`config.mk`:
```
export PLATFORM = sky130hd
export DESIGN_NAME = psab_controller
export DESIGN_NICKNAME = d
export VERILOG_FILES = /design/src/rtl/core/aa_point_splat_additive_blend_defines.svh /design/src/rtl/core/psab_pkg.sv /design/src/rtl/core/psab_controller.sv
export SDC_FILE = /design/constraint.sdc
export NUM_CORES = 1
export LEC_CHECK = 0
export ABC_AREA = 0
export BUFFER_PORTS_ARGS = -buffer_cell sky130_fd_sc_hd__buf_2
export CAP_MARGIN = 20
export CORE_AREA = 2 2 39 41
export CTS_BUF_LIST = sky130_fd_sc_hd__clkbuf_8
export CTS_CLUSTER_DIAMETER = 80
export DETAILED_ROUTE_END_ITERATION = 8
export DIE_AREA = 0 0 41 43
export GPL_ROUTABILITY_DRIVEN = 0
export PLACE_DENSITY = 0.76
export SYNTH_ARGS = -nofsm -noshare
export SYNTH_HDL_FRONTEND = slang
export SYNTH_SLANG_ARGS = --single-unit
```
`constraint.sdc`:
```
create_clock -name aclk -period 3.2 [get_ports aclk]
set_clock_uncertainty 0.2 [all_clocks]
set_input_delay 0.16 -clock aclk [delete_from_list [all_inputs] [get_ports aclk]]
set_output_delay 0.16 -clock aclk [all_outputs]
set_load 0.05 [all_outputs]
```
`src/rtl/core/aa_point_splat_additive_blend_defines.svh`:
```
// Assertion macros for the point splat blender.
// Used by the top level only; no dependencies.
`ifndef AA_POINT_SPLAT_ADDITIVE_BLEND_DEFINES_SVH
`define AA_POINT_SPLAT_ADDITIVE_BLEND_DEFINES_SVH
`ifndef SYNTH
`define PSAB_ASSERT_SAME(label, clk, rstn, ante, cons) \
    label: assert property (@(posedge clk) disable iff (!rstn) (ante) |-> (cons)) \
        else $error("psab: check failed");
`define PSAB_ASSERT_NEXT(label, clk, rstn, ante, cons) \
    label: assert property (@(posedge clk) disable iff (!rstn) (ante) |=> (cons)) \
        else $error("psab: check failed");
`else
`define PSAB_ASSERT_SAME(label, clk, rstn, ante, cons)
`define PSAB_ASSERT_NEXT(label, clk, rstn, ante, cons)
`endif
`endif

```
`src/rtl/core/psab_pkg.sv`:
```
// Shared types and codes for the point splat blender.
// No dependencies.
`timescale 1ns / 1ps
package psab_pkg;
    localparam logic [1:0] CMD_CLEAR = 2'd0;
    localparam logic [1:0] CMD_SPLAT = 2'd1;
    localparam logic [1:0] CMD_PLOT  = 2'd2;
    localparam logic [1:0] CMD_READ  = 2'd3;

    localparam logic REG_FRAME_WIDTH  = 1'b0;
    localparam logic REG_FRAME_HEIGHT = 1'b1;

    localparam int CFG_W = 7;
    localparam logic [CFG_W-1:0] CFG_RESET = 7'd64;

    typedef struct packed {
        logic load;
        logic fill_start;
        logic fill_init;
        logic fill_write;
        logic nb_clear;
        logic nb_next;
        logic mul;
        logic sqrt_start;
        logic weight;
        logic mem_read;
        logic mem_write;
        logic res_load;
    } ctrl_t;

    typedef struct packed {
        logic [1:0] cmd;
        logic       outside;
        logic       fill_done;
        logic       sqrt_busy;
        logic       nb_last;
    } status_t;
endpackage

```
`src/rtl/core/psab_controller.sv`:
```
// Sequencer for clear, splat, plot and read requests.
// Depends on psab_pkg.
`timescale 1ns / 1ps
module psab_controller (
    input  logic              aclk,
    input  logic              aresetn,
    input  logic              s_valid,
    output logic              s_ready,
    output logic              m_valid,
    input  logic              m_ready,
    input  psab_pkg::status_t status,
    output psab_pkg::ctrl_t   ctrl
);
    import psab_pkg::*;

    localparam logic [3:0] S_BOOT   = 4'd0;
    localparam logic [3:0] S_INIT   = 4'd1;
    localparam logic [3:0] S_IDLE   = 4'd2;
    localparam logic [3:0] S_CHECK  = 4'd3;
    localparam logic [3:0] S_FILL   = 4'd4;
    localparam logic [3:0] S_MUL    = 4'd5;
    localparam logic [3:0] S_SQRT   = 4'd6;
    localparam logic [3:0] S_WAIT   = 4'd7;
    localparam logic [3:0] S_WEIGHT = 4'd8;
    localparam logic [3:0] S_READ   = 4'd9;
    localparam logic [3:0] S_WRITE  = 4'd10;
    localparam logic [3:0] S_DONE   = 4'd11;

    logic [3:0] state_reg, state_next;
    logic       m_valid_reg, m_valid_next;

    always_comb begin
        state_next   = state_reg;
        m_valid_next = m_valid_reg;
        ctrl         = '0;
        s_ready      = 1'b0;
        if (m_valid_reg && m_ready) m_valid_next = 1'b0;
        case (state_reg)
            S_BOOT: begin
                ctrl.fill_start = 1'b1;
                ctrl.fill_init  = 1'b1;
                state_next      = S_INIT;
            end
            S_INIT: begin
                ctrl.fill_write = 1'b1;
                if (status.fill_done) state_next = S_IDLE;
            end
            S_IDLE: begin
                s_ready   = 1'b1;
                ctrl.load = s_valid;
                if (s_valid) state_next = S_CHECK;
            end
            S_CHECK: begin
                if (status.outside) begin
                    state_next = S_DONE;
                end else if (status.cmd == CMD_CLEAR) begin
                    ctrl.fill_start = 1'b1;
                    state_next      = S_FILL;
                end else begin
                    ctrl.nb_clear = 1'b1;
                    state_next    = S_MUL;
                end
            end
            S_FILL: begin
                ctrl.fill_write = 1'b1;
                if (status.fill_done) state_next = S_DONE;
            end
            S_MUL: begin
                ctrl.mul = 1'b1;
                case (status.cmd)
                    CMD_SPLAT: state_next = S_SQRT;
                    CMD_PLOT:  state_next = S_WEIGHT;
                    default:   state_next = S_READ;
                endcase
            end
            S_SQRT: begin
                ctrl.sqrt_start = 1'b1;
                state_next      = S_WAIT;
            end
            S_WAIT: begin
                if (!status.sqrt_busy) state_next = S_WEIGHT;
            end
            S_WEIGHT: begin
                ctrl.weight = 1'b1;
                state_next  = S_READ;
            end
            S_READ: begin
                ctrl.mem_read = 1'b1;
                state_next    = (status.cmd == CMD_READ) ? S_DONE : S_WRITE;
            end
            S_WRITE: begin
                ctrl.mem_write = 1'b1;
                if (status.cmd == CMD_SPLAT && !status.nb_last) begin
                    ctrl.nb_next = 1'b1;
                    state_next   = S_MUL;
                end else begin
                    state_next = S_DONE;
                end
            end
            S_DONE: begin
                // hold until the result register is free
                if (!m_valid_reg || m_ready) begin
                    ctrl.res_load = 1'b1;
                    m_valid_next  = 1'b1;
                    state_next    = S_IDLE;
                end
            end
            default: state_next = S_IDLE;
        endcase
    end

    always_ff @(posedge aclk) begin
        if (!aresetn) begin
            state_reg   <= S_BOOT;
            m_valid_reg <= 1'b0;
        end else begin
            state_reg   <= state_next;
            m_valid_reg <= m_valid_next;
        end
    end

    assign m_valid = m_valid_reg;
endmodule

```
==> flow_summary.toml <==
[placement]
io_buffers = 23
dp_hpwl_mm = 1.18
dp_slack_ns = 1.37

[timing]
fin_crit_sh_pct = 60.9
drv_slew = 0
layout_min_cycle_time_ns = 1.95
holdWs_ns = 0.0189
tightestPinTransition_ns = 0.437
fmax_ghz = 0.513
finalHoldViolCount = 0
finalSetupViolCount = 0
layout_setup_ws_ns = 1.25
rsz0062_at_grt = "no"
fin_tns_setup_ns = 0
slew_headroom_pct = 70.8

[clock_tree]
h-tree-depth = 1
clock-root-buffer = "clkbuf_8"
post_cts_buffers = 0
hold_buffers = 0
cts_buffers = 3
cts_tree = "built"
clockBufferDepth = 2
clk_pin_slew_ns = 0.03
clock-sinks = 5
worstSkewPairLatency_ns = 0.22
cts_resized = 0

[grt]
grt_antenna_before_repair = 0
grt_first_pass_wirelength_mm = 2.37
grt_pass1_vias = 583
grt_use_total_pct = 19.2
grt_max_degree = 15
grt_overflow = 0

[pwr]
switching_share_pct = 55.1
p_clk_share_pct = 17.4
switchingPower_mw = 0.354
leakagePower_nw = 0.348
power_density_nw_per_um2 = 844
combinationalPowerShare_pct = 63.2
ir_worst_vdd_mv = 0.347
cellInternalPower_mw = 0.289
total_power_mw = 0.643
p_seq_share_pct = 19.4

[cells_and_area]
syn_to_final_growth_pct = 25.6
seqCellArea_um2 = 100
drive_gt1_share_pct = 28.2
num-fill-cells = 140
final_util_pct = 55.1
nNetsFinal = 125
largest_reg_flops = 4
diodes = 0
multi_input_area_um2 = 455

[critical_path]
end_kind = "primary output"
worstPathMaxFanout = 13
cp.required_ns = 2.84
reg2reg_to = "state_reg[0]"
arrival_ns = 1.59
worst_r2r_startpoint = "state_reg[0]"
critPathKind = "reg2out"
rrSetupSlack_ns = 1.30
reg2reg_depth = 4
cp-start-kind = "register"

[yosys]
ys.warnings.count = 0
synth_top_family_by_area = "simple AND/OR/NAND/NOR gates"
ys_seq_area_share_pct = 16.5
ys_types = 34
synth-adder-area-share_pct = 8.25
synth_compound_area_share_pct = 28.5
synthesis.area_um2 = 607
syn-num-nets = 102
yosys.area_share.simple_pct = 36.9
postSynthCellCount = 88
avgSynthCellArea_um2 = 6.90
synth_xor_area_share_pct = 1.44
synth_mux_area_share_pct = 0
synth-seq-cells = 5

[route]
drtIter0Drc = 29
vias = 724
via_per_inst = 5.75
drc = 0
wl_mm = 1.59
dr.pass1.iters = 4
antenna_left = 0
drt-wirelength-per-cell_um = 12.7

[floorplanning]
initial_core_util_pct = 43.9
die_w_um = 41
rows = 14
fp.dieArea_um2 = 1760
io_pins = 24
die_h_um = 43
core_area_um2 = 1380

[hold_path]
holdPathEnd = "state_reg[2]"
holdPathStages = 2
hp-class = "in2reg"
holdCritStartpoint = "aresetn"

[job]
max_cap_viol_count = 0

[run_status]
outcome = "completed"
synthesized netlist by cell type:
master | instances | share of area [%]
nor2_1 | 11 | 6.8
nand2b_1 | 10 | 10
inv_1 | 7 | 4.3
a21oi_1 | 6 | 4.9
nand2_1 | 6 | 3.7
buf_2 | 5 | 4.1
dfxtp_1 | 5 | 16
ha_1 | 4 | 8.2
a31oi_1 | 3 | 3.1
nor3_1 | 3 | 2.5
o21ai_0 | 3 | 2.5
nor2b_1 | 2 | 2.1
or2_2 | 2 | 2.1
a221oi_1 | 1 | 1.4
a311oi_1 | 1 | 1.4
a31o_1 | 1 | 1.4
a31oi_2 | 1 | 2.1
a32o_1 | 1 | 1.6
and2_1 | 1 | 1.0
and3_1 | 1 | 1.0
and4_4 | 1 | 1.9
nand3_1 | 1 | 0.82
nand4b_1 | 1 | 1.4
nor4_1 | 1 | 1.0
o211ai_2 | 1 | 2.1
o21a_1 | 1 | 1.2
o22a_1 | 1 | 1.4
o22ai_1 | 1 | 1.0
o31ai_1 | 1 | 1.2
o32ai_1 | 1 | 1.4
o41ai_1 | 1 | 1.4
or2_1 | 1 | 1.0
or4_1 | 1 | 1.2
xnor2_1 | 1 | 1.4
power by group through the flow:
stage	combinational (mW)	sequential (mW)	clock (mW)
after floorplan	0.363	0.0887	0
after global placement	0.399	0.122	0
after detailed placement	0.402	0.123	0
after CTS	0.405	0.123	0.115
after global routing	0.434	0.129	0.117
final	0.407	0.125	0.112
through the flow:
step	instance area (µm²)	std cells
2_1_floorplan	607	88
3_3_place_gp	717	122
3_5_place_dp	717	122
4_1_cts	762	126
5_1_grt	762	126
6_report	762	126
kinds of logic (layout without fill, tap and decap cells):
kind of cell | Yosys count | count (layout)
adders and majority gates | 4 | 4
AOI/OAI and AO/OA | 24 | 24
DFF | 5 | 5
xor gates and xnor gates | 1 | 1
and+or+nand+nor | 42 | 42
buffers and inverters | 12 | 34
layout by cell type (no fill, tap or decap), types with 2 or more instances in the layout:
master    netlist  layout
a21oi_1         6       6
a31oi_1         3       3
buf_2           5      23
clkbuf_8        0       3
dfxtp_1         5       5
ha_1            4       4
inv_1           7       8
nand2_1         6       6
nand2b_1       10      10
nor2_1         11      11
nor2b_1         2       2
nor3_1          3       3
o21ai_0         3       3
or2_2           2       2
worst max-delay path, stage by stage, from the launching register on:
cell and delay, ns:
dfxtp_1 0.56, nand2b_1 0.26, nor2_1 0.17, and2_1 0.13
buf_2 0.25
layout make-up:
cell class / count / area share (%)
repair buffers: 23 / 15.1
flip-flops and latches: 5 / 13.1
inverters: 7 / 3.45
clock inverters: 1 / 0.493
multi-input cells: 71 / 59.8
clock buffers: 3 / 5.42
well taps: 16 / 2.63
worst max path at each step:
stage,start,end,slack [ns],depth (start not counted)
floorplan,state_reg[3],ctrl[7],0.57,3
global placement,state_reg[2],state_reg[1],1.40,4
detailed placement,state_reg[2],state_reg[1],1.37,4
CTS,state_reg[1],ctrl[11],1.26,4
global route,state_reg[1],ctrl[11],1.14,4
finish,state_reg[1],ctrl[11],1.25,4
layer usage:
layer | vias to the layer above | share of wire (%) | GRT usage [%]
met5 | - | 0 | 0
met4 | 0 | 1.0 | 6.00
met3 | 2 | 9.5 | 5.76
met2 | 41 | 50 | 30.3
met1 | 324 | 40 | 23.8
li1 | 357 | - | -
Note: power is estimated with default switching activity, not from simulation.
